$ cat src/rtl/bcc_pkg.sv
package bcc_pkg;

  // Default counter widths
  localparam int DEBOUNCE_WIDTH_DEF = 8;
  localparam int TIME_WIDTH_DEF     = 16;

  // Register field widths
  localparam int DBT_W = 8;
  localparam int TMT_W = 16;

  // Configuration port
  localparam int CFG_ADDR_W = 4;
  localparam int CFG_DATA_W = 32;

  localparam logic [1:0] REG_DEBOUNCE   = 2'd0;
  localparam logic [1:0] REG_LONG_PRESS = 2'd1;
  localparam logic [1:0] REG_DOUBLE_GAP = 2'd2;
  localparam logic [1:0] REG_ACTIVE_LVL = 2'd3;

  // Register reset values
  localparam logic [DBT_W-1:0] DEBOUNCE_RST   = 8'd20;
  localparam logic [TMT_W-1:0] LONG_PRESS_RST = 16'd1000;
  localparam logic [TMT_W-1:0] DOUBLE_GAP_RST = 16'd300;
  localparam logic             ACTIVE_LVL_RST = 1'b0;

  // Request commands
  localparam logic [1:0] CMD_TICK    = 2'd0;
  localparam logic [1:0] CMD_FETCH   = 2'd1;
  localparam logic [1:0] CMD_RESTART = 2'd2;

  // Event codes
  localparam logic [1:0] EV_NONE   = 2'd0;
  localparam logic [1:0] EV_SINGLE = 2'd1;
  localparam logic [1:0] EV_DOUBLE = 2'd2;
  localparam logic [1:0] EV_LONG   = 2'd3;

  localparam logic [1:0] CLICK_LIMIT = 2'd2;

  typedef struct packed {
    logic [DBT_W-1:0] debounce_ticks;
    logic [TMT_W-1:0] long_press_ticks;
    logic [TMT_W-1:0] double_gap_ticks;
    logic             active_level;
  } cfg_t;

  typedef struct packed {
    logic       load;
    logic [1:0] code;
  } rsp_t;

endpackage

$ cat src/rtl/bcc_if.sv
interface bcc_req_if;
  logic       valid;
  logic       ready;
  logic [1:0] command;
  logic       raw_level;

  modport source (output valid, output command, output raw_level, input ready);
  modport sink (input valid, input command, input raw_level, output ready);
endinterface

interface bcc_rsp_if;
  logic       valid;
  logic       ready;
  logic [1:0] event_code;

  modport source (output valid, output event_code, input ready);
  modport sink (input valid, input event_code, output ready);
endinterface

$ cat src/rtl/bcc_cfg_regs.sv
module bcc_cfg_regs (
  input  logic                             clk,
  input  logic                             rst,
  input  logic                             psel,
  input  logic                             penable,
  input  logic                             pwrite,
  input  logic [bcc_pkg::CFG_ADDR_W-1:0]   paddr,
  input  logic [bcc_pkg::CFG_DATA_W-1:0]   pwdata,
  output logic [bcc_pkg::CFG_DATA_W-1:0]   prdata,
  output logic                             pready,
  output bcc_pkg::cfg_t                    cfg
);
  import bcc_pkg::*;

  logic       wr_en;
  logic [1:0] reg_sel;

  assign pready  = 1'b1;
  assign wr_en   = psel & penable & pwrite;
  assign reg_sel = paddr[3:2];

  always_ff @(posedge clk) begin
    if (rst) begin
      cfg.debounce_ticks   <= DEBOUNCE_RST;
      cfg.long_press_ticks <= LONG_PRESS_RST;
      cfg.double_gap_ticks <= DOUBLE_GAP_RST;
      cfg.active_level     <= ACTIVE_LVL_RST;
    end else if (wr_en) begin
      case (reg_sel)
        REG_DEBOUNCE:   cfg.debounce_ticks   <= pwdata[DBT_W-1:0];
        REG_LONG_PRESS: cfg.long_press_ticks <= pwdata[TMT_W-1:0];
        REG_DOUBLE_GAP: cfg.double_gap_ticks <= pwdata[TMT_W-1:0];
        REG_ACTIVE_LVL: cfg.active_level     <= pwdata[0];
        default: ;
      endcase
    end
  end

  always_comb begin
    case (reg_sel)
      REG_DEBOUNCE:   prdata = CFG_DATA_W'(cfg.debounce_ticks);
      REG_LONG_PRESS: prdata = CFG_DATA_W'(cfg.long_press_ticks);
      REG_DOUBLE_GAP: prdata = CFG_DATA_W'(cfg.double_gap_ticks);
      REG_ACTIVE_LVL: prdata = CFG_DATA_W'(cfg.active_level);
      default:        prdata = '0;
    endcase
  end

endmodule

$ cat src/rtl/bcc_core.sv
module bcc_core #(
  parameter int DEBOUNCE_WIDTH = bcc_pkg::DEBOUNCE_WIDTH_DEF,
  parameter int TIME_WIDTH     = bcc_pkg::TIME_WIDTH_DEF
) (
  input  logic          clk,
  input  logic          rst,
  input  bcc_pkg::cfg_t cfg,
  input  logic          accept,
  input  logic [1:0]    command,
  input  logic          raw_level,
  output bcc_pkg::rsp_t rsp
);
  import bcc_pkg::*;

  // compare widths cover both the counter and its threshold register
  localparam int DW = (DEBOUNCE_WIDTH > DBT_W) ? DEBOUNCE_WIDTH : DBT_W;
  localparam int TW = (TIME_WIDTH > TMT_W) ? TIME_WIDTH : TMT_W;
  localparam logic [DW-1:0] DB_MAX   = DW'({DEBOUNCE_WIDTH{1'b1}});
  localparam logic [TW-1:0] TIME_MAX = TW'({TIME_WIDTH{1'b1}});

  typedef enum logic [1:0] {PH_IDLE, PH_PRESSED, PH_WAIT} phase_t;

  logic                      stable_level, stable_level_next;
  logic                      previous_raw, previous_raw_next;
  logic [DEBOUNCE_WIDTH-1:0] debounce_count, debounce_count_next;
  logic [TIME_WIDTH-1:0]     hold_count, hold_count_next;
  logic [TIME_WIDTH-1:0]     gap_count, gap_count_next;
  logic [1:0]                clicks_seen, clicks_seen_next;
  logic                      long_done, long_done_next;
  phase_t                    phase, phase_next;
  logic [1:0]                pending_event, pending_event_next;

  logic          pressed;
  logic [DW-1:0] db_x, dt_x;
  logic [TW-1:0] hold_x, gap_x, lp_x, gt_x;

  assign db_x = DW'(debounce_count);
  assign dt_x = DW'(cfg.debounce_ticks);
  assign lp_x = TW'(cfg.long_press_ticks);
  assign gt_x = TW'(cfg.double_gap_ticks);

  always_comb begin
    stable_level_next   = stable_level;
    previous_raw_next   = previous_raw;
    debounce_count_next = debounce_count;
    hold_count_next     = hold_count;
    gap_count_next      = gap_count;
    clicks_seen_next    = clicks_seen;
    long_done_next      = long_done;
    phase_next          = phase;
    pending_event_next  = pending_event;
    rsp.load            = 1'b0;
    rsp.code            = pending_event;
    pressed             = 1'b0;
    hold_x              = '0;
    gap_x               = '0;

    if (accept) begin
      case (command)
        CMD_TICK: begin
          // stability-count debouncer: the count restarts on every raw level change
          if (raw_level != previous_raw) begin
            previous_raw_next   = raw_level;
            debounce_count_next = '0;
          end else if (db_x < dt_x && db_x < DB_MAX) begin
            debounce_count_next = debounce_count + DEBOUNCE_WIDTH'(1);
            if (db_x + DW'(1) == dt_x) begin
              stable_level_next = raw_level;
            end
          end

          pressed = (stable_level_next == cfg.active_level);

          case (phase)
            PH_PRESSED: begin
              if (TW'(hold_count) < lp_x && TW'(hold_count) < TIME_MAX) begin
                hold_count_next = hold_count + TIME_WIDTH'(1);
              end
              hold_x = TW'(hold_count_next);
              if (!pressed) begin
                if (!long_done) begin
                  if (clicks_seen < CLICK_LIMIT) begin
                    clicks_seen_next = clicks_seen + 2'd1;
                  end
                  gap_count_next = '0;
                  phase_next     = PH_WAIT;
                end else begin
                  clicks_seen_next = '0;
                  phase_next       = PH_IDLE;
                end
              end else if (!long_done && hold_x >= lp_x) begin
                long_done_next = 1'b1;
                if (pending_event == EV_NONE) begin
                  pending_event_next = EV_LONG;
                end
              end
            end
            PH_WAIT: begin
              if (TW'(gap_count) < gt_x && TW'(gap_count) < TIME_MAX) begin
                gap_count_next = gap_count + TIME_WIDTH'(1);
              end
              gap_x = TW'(gap_count_next);
              if (pressed) begin
                phase_next      = PH_PRESSED;
                hold_count_next = '0;
              end else if (gap_x >= gt_x) begin
                if (pending_event == EV_NONE) begin
                  if (clicks_seen >= CLICK_LIMIT) begin
                    pending_event_next = EV_DOUBLE;
                  end else if (clicks_seen == 2'd1) begin
                    pending_event_next = EV_SINGLE;
                  end
                end
                clicks_seen_next = '0;
                phase_next       = PH_IDLE;
              end
            end
            default: begin
              phase_next = PH_IDLE;
              if (pressed) begin
                phase_next      = PH_PRESSED;
                hold_count_next = '0;
                long_done_next  = 1'b0;
              end
            end
          endcase
        end
        CMD_FETCH: begin
          rsp.load           = 1'b1;
          pending_event_next = EV_NONE;
        end
        CMD_RESTART: begin
          stable_level_next   = raw_level;
          previous_raw_next   = raw_level;
          debounce_count_next = '0;
          hold_count_next     = '0;
          gap_count_next      = '0;
          clicks_seen_next    = '0;
          long_done_next      = 1'b0;
          phase_next          = PH_IDLE;
          pending_event_next  = EV_NONE;
        end
        default: ;
      endcase
    end
  end

  always_ff @(posedge clk) begin
    if (rst) begin
      stable_level   <= ~ACTIVE_LVL_RST;
      previous_raw   <= ~ACTIVE_LVL_RST;
      debounce_count <= '0;
      hold_count     <= '0;
      gap_count      <= '0;
      clicks_seen    <= '0;
      long_done      <= 1'b0;
      phase          <= PH_IDLE;
      pending_event  <= EV_NONE;
    end else begin
      stable_level   <= stable_level_next;
      previous_raw   <= previous_raw_next;
      debounce_count <= debounce_count_next;
      hold_count     <= hold_count_next;
      gap_count      <= gap_count_next;
      clicks_seen    <= clicks_seen_next;
      long_done      <= long_done_next;
      phase          <= phase_next;
      pending_event  <= pending_event_next;
    end
  end

  // latched event is sticky until fetched or restarted
  a_event_sticky: assert property (@(posedge clk) disable iff (rst)
    (pending_event != EV_NONE &&
     !(accept && (command == CMD_FETCH || command == CMD_RESTART)))
    |=> pending_event == $past(pending_event))
    else $error("latched event overwritten");

  a_clicks_sat: assert property (@(posedge clk) disable iff (rst)
    clicks_seen <= CLICK_LIMIT)
    else $error("click count past limit");

  a_restart_clears: assert property (@(posedge clk) disable iff (rst)
    (accept && command == CMD_RESTART)
    |=> (phase == PH_IDLE && pending_event == EV_NONE && clicks_seen == 2'd0))
    else $error("restart did not clear state");

  a_fetch_code: assert property (@(posedge clk) disable iff (rst)
    rsp.load |-> rsp.code == pending_event)
    else $error("fetch returns wrong event");

endmodule

$ cat src/rtl/bcc_out_reg.sv
module bcc_out_reg (
  input  logic          clk,
  input  logic          rst,
  input  bcc_pkg::rsp_t rsp,
  output logic          in_ready,
  bcc_rsp_if.source     out
);
  import bcc_pkg::*;

  logic       res_valid;
  logic [1:0] res_code;

  // a slot frees up in the same cycle the held result is taken
  assign in_ready       = !res_valid || out.ready;
  assign out.valid      = res_valid;
  assign out.event_code = res_code;

  always_ff @(posedge clk) begin
    if (rst) begin
      res_valid <= 1'b0;
    end else if (rsp.load) begin
      res_valid <= 1'b1;
    end else if (out.ready) begin
      res_valid <= 1'b0;
    end
  end

  always_ff @(posedge clk) begin
    if (rsp.load) begin
      res_code <= rsp.code;
    end
  end

endmodule

$ cat src/rtl/button_click_classifier.sv
// A fetch request shows its event on rsp in the cycle after acceptance.
// Throughput: one request per cycle; ticks and restarts never produce a result.
// The only stall is a held fetch result while rsp.ready is low.
// Reset (rst, synchronous, active high): registers to defaults, stable level
// inactive, machine idle, no event latched, result register empty.
module button_click_classifier #(
  parameter int DEBOUNCE_WIDTH = bcc_pkg::DEBOUNCE_WIDTH_DEF,
  parameter int TIME_WIDTH     = bcc_pkg::TIME_WIDTH_DEF
) (
  input  logic                             clk,
  input  logic                             rst,
  bcc_req_if.sink                          req,
  bcc_rsp_if.source                        rsp,
  input  logic                             psel,
  input  logic                             penable,
  input  logic                             pwrite,
  input  logic [bcc_pkg::CFG_ADDR_W-1:0]   paddr,
  input  logic [bcc_pkg::CFG_DATA_W-1:0]   pwdata,
  output logic [bcc_pkg::CFG_DATA_W-1:0]   prdata,
  output logic                             pready
);
  import bcc_pkg::*;

  cfg_t cfg;       // live register values
  rsp_t core_rsp;  // fetch result heading for the output register
  logic accept;
  logic in_ready;

  // Register file: debounce, long press and gap thresholds, active level.
  bcc_cfg_regs u_cfg (
    .clk     (clk),
    .rst     (rst),
    .psel    (psel),
    .penable (penable),
    .pwrite  (pwrite),
    .paddr   (paddr),
    .pwdata  (pwdata),
    .prdata  (prdata),
    .pready  (pready),
    .cfg     (cfg)
  );

  // A request is taken whenever the result register can take a fetch result.
  assign req.ready = in_ready;
  assign accept    = req.valid & in_ready;

  // Debouncer and press classifier: all state updates at the accepting edge.
  bcc_core #(
    .DEBOUNCE_WIDTH (DEBOUNCE_WIDTH),
    .TIME_WIDTH     (TIME_WIDTH)
  ) u_core (
    .clk       (clk),
    .rst       (rst),
    .cfg       (cfg),
    .accept    (accept),
    .command   (req.command),
    .raw_level (req.raw_level),
    .rsp       (core_rsp)
  );

  // Result register decouples downstream stalls from the request side.
  bcc_out_reg u_out (
    .clk      (clk),
    .rst      (rst),
    .rsp      (core_rsp),
    .in_ready (in_ready),
    .out      (rsp)
  );

endmodule
$ cat src/flat_wrapper.sv
// flat-port wrapper written by rule: the top's interface ports become plain ports
module button_click_classifier_flat import bcc_pkg::*;
#(
  parameter int DEBOUNCE_WIDTH = bcc_pkg::DEBOUNCE_WIDTH_DEF,
  parameter int TIME_WIDTH     = bcc_pkg::TIME_WIDTH_DEF
)
  (clk, rst, psel, penable, pwrite, paddr, pwdata, prdata, pready, req_valid, req_command, req_raw_level, req_ready, rsp_valid, rsp_event_code, rsp_ready);
  bcc_req_if req_i ();
  bcc_rsp_if rsp_i ();
  input  logic clk;
  input  logic rst;
  input  logic psel;
  input  logic penable;
  input  logic pwrite;
  input  logic [bcc_pkg::CFG_ADDR_W-1:0] paddr;
  input  logic [bcc_pkg::CFG_DATA_W-1:0] pwdata;
  output logic [bcc_pkg::CFG_DATA_W-1:0] prdata;
  output logic pready;
  input wire logic [$bits(req_i.valid)-1:0] req_valid;
  input wire logic [$bits(req_i.command)-1:0] req_command;
  input wire logic [$bits(req_i.raw_level)-1:0] req_raw_level;
  output wire logic [$bits(req_i.ready)-1:0] req_ready;
  output wire logic [$bits(rsp_i.valid)-1:0] rsp_valid;
  output wire logic [$bits(rsp_i.event_code)-1:0] rsp_event_code;
  input wire logic [$bits(rsp_i.ready)-1:0] rsp_ready;
  assign req_i.valid = req_valid;
  assign req_i.command = req_command;
  assign req_i.raw_level = req_raw_level;
  assign req_ready = req_i.ready;
  assign rsp_valid = rsp_i.valid;
  assign rsp_event_code = rsp_i.event_code;
  assign rsp_i.ready = rsp_ready;
  button_click_classifier #(.DEBOUNCE_WIDTH(DEBOUNCE_WIDTH), .TIME_WIDTH(TIME_WIDTH)) u_core (.clk(clk), .rst(rst), .req(req_i), .rsp(rsp_i), .psel(psel), .penable(penable), .pwrite(pwrite), .paddr(paddr), .pwdata(pwdata), .prdata(prdata), .pready(pready));
endmodule
$ cat config.mk
export PLATFORM = sky130hd
export DESIGN_NAME = button_click_classifier_flat
export DESIGN_NICKNAME = d
export VERILOG_FILES = /design/src/rtl/bcc_pkg.sv /design/src/rtl/bcc_if.sv /design/src/rtl/bcc_cfg_regs.sv /design/src/rtl/bcc_core.sv /design/src/rtl/bcc_out_reg.sv /design/src/rtl/button_click_classifier.sv /design/src/flat_wrapper.sv
export SDC_FILE = /design/constraint.sdc
export NUM_CORES = 1
export LEC_CHECK = 0
export BUFFER_PORTS_ARGS = -buffer_cell sky130_fd_sc_hd__buf_4
export CORE_MARGIN = 2
export CORE_UTILIZATION = 54
export CTS_CLUSTER_SIZE = 20
export DETAILED_ROUTE_END_ITERATION = 8
export GPL_TIMING_DRIVEN = 0
export PLACE_DENSITY = 0.74
export SLEW_MARGIN = 30
export SYNTH_ARGS = -nofsm -noshare
export SYNTH_HDL_FRONTEND = slang
export SYNTH_HIERARCHICAL = 1
export SYNTH_SLANG_ARGS = --single-unit
$ cat constraint.sdc
create_clock -name clk -period 4.2 [get_ports clk]
set_input_delay 0.42 -clock clk [delete_from_list [all_inputs] [get_ports clk]]
set_output_delay 0.42 -clock clk [all_outputs]
set_load 0.02 [all_outputs]
# After elaboration in Yosys (flattened, before gate mapping)
# Index checks and enable logic that the tools add are counted.
# Widths: inputs -> output; s select.
# totals
input_bits	46
mem_count	0
regBits	93
rom_bits	0
ram_bits	0
wordCells	146
out_inout_bits	37
latch_bits	0
# op_classes
n_eq_ne	28
div_mod_pow	0
shifts	0
n_lt_le_gt_ge	10
n_bitwise	3
multipliers	0
reduce_logical	27
n_addsub	4
mux	59
# op_table
operator	count
$mux 16	12
$pmux 32 s4	1
$pmux 16 s2	3
$ne 3x3->1 const B	11
$add 16x1->16 const B	2
$ge 16x16->1	2
$lt 16x16->1	2
$lt 16x16->1 const B	2
$mux 2	16
$pmux 2 s2	6
$mux 8	2
$pmux 8 s2	1
$mux 1	14
$ne 4x4->1 const B	3
$reduce_and 10->1	1
$reduce_and 2->1	5
$reduce_and 5->1	2
$reduce_and 3->1	3
$add 8x1->8 const B	1
$eq 2x1->1 const B	4
$eq 2x2->1 const B	4
$eq 8x8->1	1
$lt 8x8->1	1
$lt 8x8->1 const B	1
16 further kinds	31

# Longest topological paths before layout
# logic_depth
ltp_word	12
mapped_depth	20
mapped_depth_nobuf	19

# Modules after synthesis
# The synthesis kept the hierarchy.
# by_module_without_submodules
mod	n_inst	seq_area_each_um2	area_per_inst_um2	cells_per_inst
bcc_core	1	980.9	5127.4	661
bcc_cfg_regs	1	820.8	2095.8	223
bcc_out_reg	1	80.1	106.4	6
button_click_classifier	1	0.0	6.3	1

# Worst setup path after synthesis
# Ideal clock, no wire load.
# synth_timing
path_kind	register -> register
start	register u_core/u_cfg/cfg[18] (netlist name)
end	register u_core.u_core.long_done
path_slack_ns	0.102
arrival_ns	3.977
setup_ns	0.121
period_less_slack_ns	4.098
required_ns	4.079
path_buffers	1
path_stages_with_launch	19
cell_sequence	dfxtp_1 -> inv_1 -> ha_1 -> a21o_1 -> a21o_1 -> a21o_1 -> a211oi_1 -> o21a_1 -> clkbuf_1 -> mux2_2 -> ha_1 -> a21o_1 -> a21o_1 -> a2111oi_0 -> o21ai_0 -> a31oi_1 -> o31ai_1 -> nand2_1 -> mux2_2
# synth_via
elab_chain_len	10
# synth_lines
element	line_no	source
$lt 16x16->1	bcc_core.sv:76	if (TW'(hold_count) < lp_x && TW'(hold_count) < TIME_MAX) begin
$logic_and 1x1->1	bcc_core.sv:76	
$mux 16	bcc_core.sv:76	
$mux 16	bcc_core.sv:74	case (phase)
$mux 16	bcc_core.sv:59	case (command)
$mux 16	bcc_core.sv:58	if (accept) begin
$ge 16x16->1 (*)	bcc_core.sv:91	end else if (!long_done && hold_x >= lp_x) begin
$logic_and 1x1->1 (*)	bcc_core.sv:91	
$ne 3x3->1 (no source line) (*)	n/a	
$reduce_and 5->1 (no source line) (*)	n/a	
to (signal assigned)	bcc_core.sv:166	long_done <= long_done_next;
to (decl)	bcc_core.sv:29	logic long_done, long_done_next;
# Mark *: on every way between the ends. The rest lies on a longest branch, timed or not. The select of a mux whose other input is x is not followed.
# A chain may end at the register's enable or synchronous reset.

# Worst setup path in the final report
# layout_timing
start	register u_core/u_cfg/cfg[30] (netlist name)
end	register u_core.u_core.long_done
# layout_via
elab_chain_len	10
# layout_lines
element	line_no
$lt 16x16->1	bcc_core.sv:76
$logic_and 1x1->1	bcc_core.sv:76
$mux 16	bcc_core.sv:76
$mux 16	bcc_core.sv:74
$mux 16	bcc_core.sv:59
$mux 16	bcc_core.sv:58
$ge 16x16->1 (*)	bcc_core.sv:91
$logic_and 1x1->1 (*)	bcc_core.sv:91
$ne 3x3->1 (no source line) (*)	n/a
$reduce_and 5->1 (no source line) (*)	n/a
# Marked as above.

==> impl_results.md <==
* Status: completed
* Largest net degree at the start of global routing at 16
* DP HPWL at approximately 14000 µm
* Total GRT Usage at about a quarter
* Vias per std cell at around 5.7
* Synth Instances at 891
* Drt first pass iters at 5
* Post-synthesis register bit count at 93
* Dpl cell area at between 7000 and 8000 µm²
* Max-cap viol count at 0
* Finished Layout Cells at about 1200
* Compound-Gate Fraction of Synth Area at approximately 16%
* Slew @ Worst Pin at a little over 0.8 ns
* Row count at 42
* Combinational Power Share at ~11%
* Reg-to-reg slack, setup at ~0.15 ns
* Final Hold Viols at 0
* Die Wd at ~120 µm
* First-pass GRT wire length at approximately 30000 µm
* Ports at 83
* Slew HR at between 40% and 50%
* Worst VDD drop at approximately 190 µV
* Clock sinks at between 90 and 100
* Part of the cycle the worst path needs at between 90 and 100%
* Mapped Avg Cell Area at 8.23 µm²
* Vias in the first global route at about 6000
* CTS HTree Levels at 3
* Register area at approximately 1900 µm²
* Clock power share at between 40% and 50%
* Core box area at between 10000 and 15000 µm²
* Share of cells above drive strength 1 at 17.4%
* Synth Area in XOR/XNOR at 4.54%
* Fmax at ~0.25 GHz
* Cts bufs inserted at 9
* Detailed Route Iter0 Violations at 430
* Synth cell types at 71
* Detail Route Antenna Nets at 0
* Cell Area, Synth at 7340 µm²
* Multi-input gate area at 5130 µm²
* Top FF cell, synth: dfxtp_1
* Die area at 14500 µm²
* Async set-or-reset flop fraction in the synthesized netlist at 0%
* Nets at around 1100
* Simple-gate share of the synthesized area at approximately a quarter
* Crit end category: register
* PD cells at approximately 240 nW/µm²
* Clock Latency Late Sink at around 0.36 ns
* Max Slew Vio Count at 0
* Synth Area in Adders at 13.6%
* Post-Place Cells at about 1100
* Clk Tree Root Cell: clkbuf_16
* Via count at ~6600
* Final core utilization at between 60% and 70%
* Antenna violations before repair at 0
* Min-Delay Path Class: primary input to register
* Final design instance area without fill at between 8000 and 9000 µm²
* Net Switching at about 0.0005 W
* CTS tree: yes
* Total gr overflow at 0
* Antenna cells at 0
* WL/cell at 16.5 µm
* Max FO, Critical Path at 4
* Internal at between 0.0015 and 0.002 W
* CP Class: register to register
* Worst setup SP type: register
* EDFF count, synth at 2
* Clock transition at path regs at approximately 0.070 ns
* P_leak at just under 4 nW
* Seq/Total Area, Yosys at 25.7%
* WL final at 19100 µm
* Largest family of logic cells by synthesized area: simple AND/OR/NAND/NOR gates
* Final clock skew at 0.0107 ns
* P&R area growth vs syn at 17.1%
* Min cycle time layout at 4.05 ns
* CP required at about 4.4 ns
* Die Y at 121 µm
* Final setup fails at 0
* Gpl congestion at a little under 0.9
* Sequential power share at between 40 and 50%
* Fill cell count at 1162
* CP Data Arrival Time at between 4 and 5 ns
* Sw Ratio at 25.1%
* Initial Util at around 55%
* Count of input and output buffers at 47
* Mux share of post-synthesis cell area at under 10%
* Yosys warning count at 6
* # DRC at 0
* Maximum clock path buffer count at 2
==> placed cells by master, fill, tap and decap left out, types with 4 or more instances in the layout <==
cell type and count:
a211oi_2 6, a21o_1 18, a21oi_1 34, a21oi_2 4
a22o_1 10, a311o_1 4, a31oi_1 6, and2_1 10
and3_1 11, and4_1 7, buf_2 6, buf_4 83
clkbuf_1 23, clkbuf_16 9, conb_1 17, dfxtp_1 81
dfxtp_2 10, ha_1 80, inv_1 63, mux2i_1 52
nand2_1 65, nand2b_1 46, nand3_1 38, nand4_1 22
nand4b_1 8, nor2_1 64, nor2b_1 9, nor3_1 7
nor4_1 4, o211ai_1 9, o21ai_0 29, o21ai_1 5
or3_1 10, xnor2_1 19, xor2_1 18
==> power groups by stage <==
stage | sequential (W) | combinational [W] | clock [W]
after floorplan | 0.000922 | 0.000144 | 0
after global placement | 0.000924 | 0.000217 | 0
after detailed placement | 0.000924 | 0.000219 | 0
after CTS | 0.000904 | 0.000221 | 0.000928
after global routing | 0.000905 | 0.000245 | 0.000961
final | 0.000904 | 0.000226 | 0.000908
==> stage by stage <==
stage	setup TNS, ns	hold slack, ns	power, W	setup slack [ns]
2_1_floorplan	0	0.430	0.00107	0.102
3_3_place_gp	-2.27	0.451	0.00114	-0.476
3_5_place_dp	-2.38	0.456	0.00114	-0.455
4_1_cts	0	0.245	0.00205	0.0115
5_1_grt	-0.171	0.247	0.00211	-0.0457
6_report	0	0.252	0.00204	0.152
==> final cells by class <==
type                            count  share of cell area, %
Clock buffer                       11                   2.83
Buffer                             54                   3.72
Multi-Input combinational cell    693                   59.8
Inverter                           63                   2.75
Sequential cell                    93                   22.1
Clock inverter                      5                  0.962
Tap cell                          176                   2.56
Timing Repair Buffer               61                   5.33
==> critical path: stages, from the launching register on <==
cell       delay, ns
dfxtp_2         0.34
inv_1           0.07
ha_1            0.31
a21o_1          0.16
a21o_1          0.17
a21oi_1         0.16
o21ai_1         0.13
a31oi_4         0.21
o21a_2          0.21
mux2_2          0.37
ha_1            0.28
a21o_1          0.15
a21o_1          0.20
a2111oi_4       0.31
o21ai_2         0.12
a31oi_2         0.24
o31ai_2         0.07
nand2_1         0.09
mux2_2          0.33
==> synth_stat cells (4+ instances only) <==
library cell / count / area share, %
o21ai_1: 4 / 0.27
nor2b_1: 10 / 0.85
a211oi_1: 6 / 0.61
clkbuf_1: 26 / 1.3
nand2b_1: 46 / 3.9
o21ai_0: 32 / 2.2
buf_4: 22 / 2.3
a21o_1: 18 / 1.8
dfxtp_1: 91 / 25
o21a_1: 4 / 0.41
nor4_1: 4 / 0.34
nor3_1: 9 / 0.61
a31oi_1: 8 / 0.68
a311o_1: 4 / 0.55
xor2_1: 18 / 2.1
and3_1: 14 / 1.2
xnor2_1: 20 / 2.4
or3_1: 10 / 0.85
a22o_1: 10 / 1.2
buf_2: 6 / 0.41
mux2_2: 4 / 0.61
a21oi_1: 37 / 2.5
and2_1: 10 / 0.85
nand2_1: 65 / 3.3
o211ai_1: 9 / 0.92
nand3_1: 40 / 2.7
ha_1: 80 / 14
nand4b_1: 8 / 0.96
and4_1: 10 / 1.2
nand4_1: 22 / 1.9
inv_1: 63 / 3.2
mux2i_1: 52 / 7.1
nor2_1: 67 / 3.4
==> worst paths after layout <==
| path | start | endpoint | cells after the start |
|---|---|---|---|
| worst max-delay path | u_core/u_cfg/cfg[30] | u_core/u_core/long_done | 18 |
| worst min register to register | u_core/u_core/pending_event[1] | u_core/u_out/out.event_code[1] | 0 |
| worst max register to register | u_core/u_cfg/cfg[30] | u_core/u_core/long_done | 18 |
| worst min-delay path | rst | u_core/u_out/out.valid | 2 |
==> state kept, by name (all words and copies together) (netlist names) <==
signal	flops
u_core/u_cfg/cfg	41
u_core/u_core/gap_count	16
u_core/u_out/out.valid	1
u_core/u_core/db_x	8
u_core/u_core/phase	2
u_core/u_core/previous_raw	1
u_core/u_core/hold_count	16
u_core/u_core/long_done	1
u_core/u_core/pending_event	2
u_core/u_core/clicks_seen	2
u_core/u_core/stable_level	1
u_core/u_out/out.event_code	2
==> cells by family (layout without fill, tap and decap cells) <==
group                      after synthesis  in the layout
and+or+nand+nor                        332            332
AOI/OAI and AO/OA                      169            169
buffers and inverters                  120            194
DFF                                     93             93
adders and majority gates               80             80
muxes                                   57             57
xor gates and xnor gates                38             38
other                                    2             17
==> per-layer routing <==
layer / GRT usage [%] / wire length (µm) / vias up
met5: 0 / 0 / -
met1: 36.7 / 8940 / 3114
met3: 3.40 / 931 / 32
li1: - / - / 3322
met2: 41.9 / 8700 / 168
met4: 9.96 / 476 / 0
==> repair_timing <==
action                                  CTS  global route
endpoints found under the setup margin    7             7
hold buffers                              0             0
setup buffers                             4            10
gates resized for setup                  15            42
pin swaps                                 5            14
(Power assumes the default switching activity.)
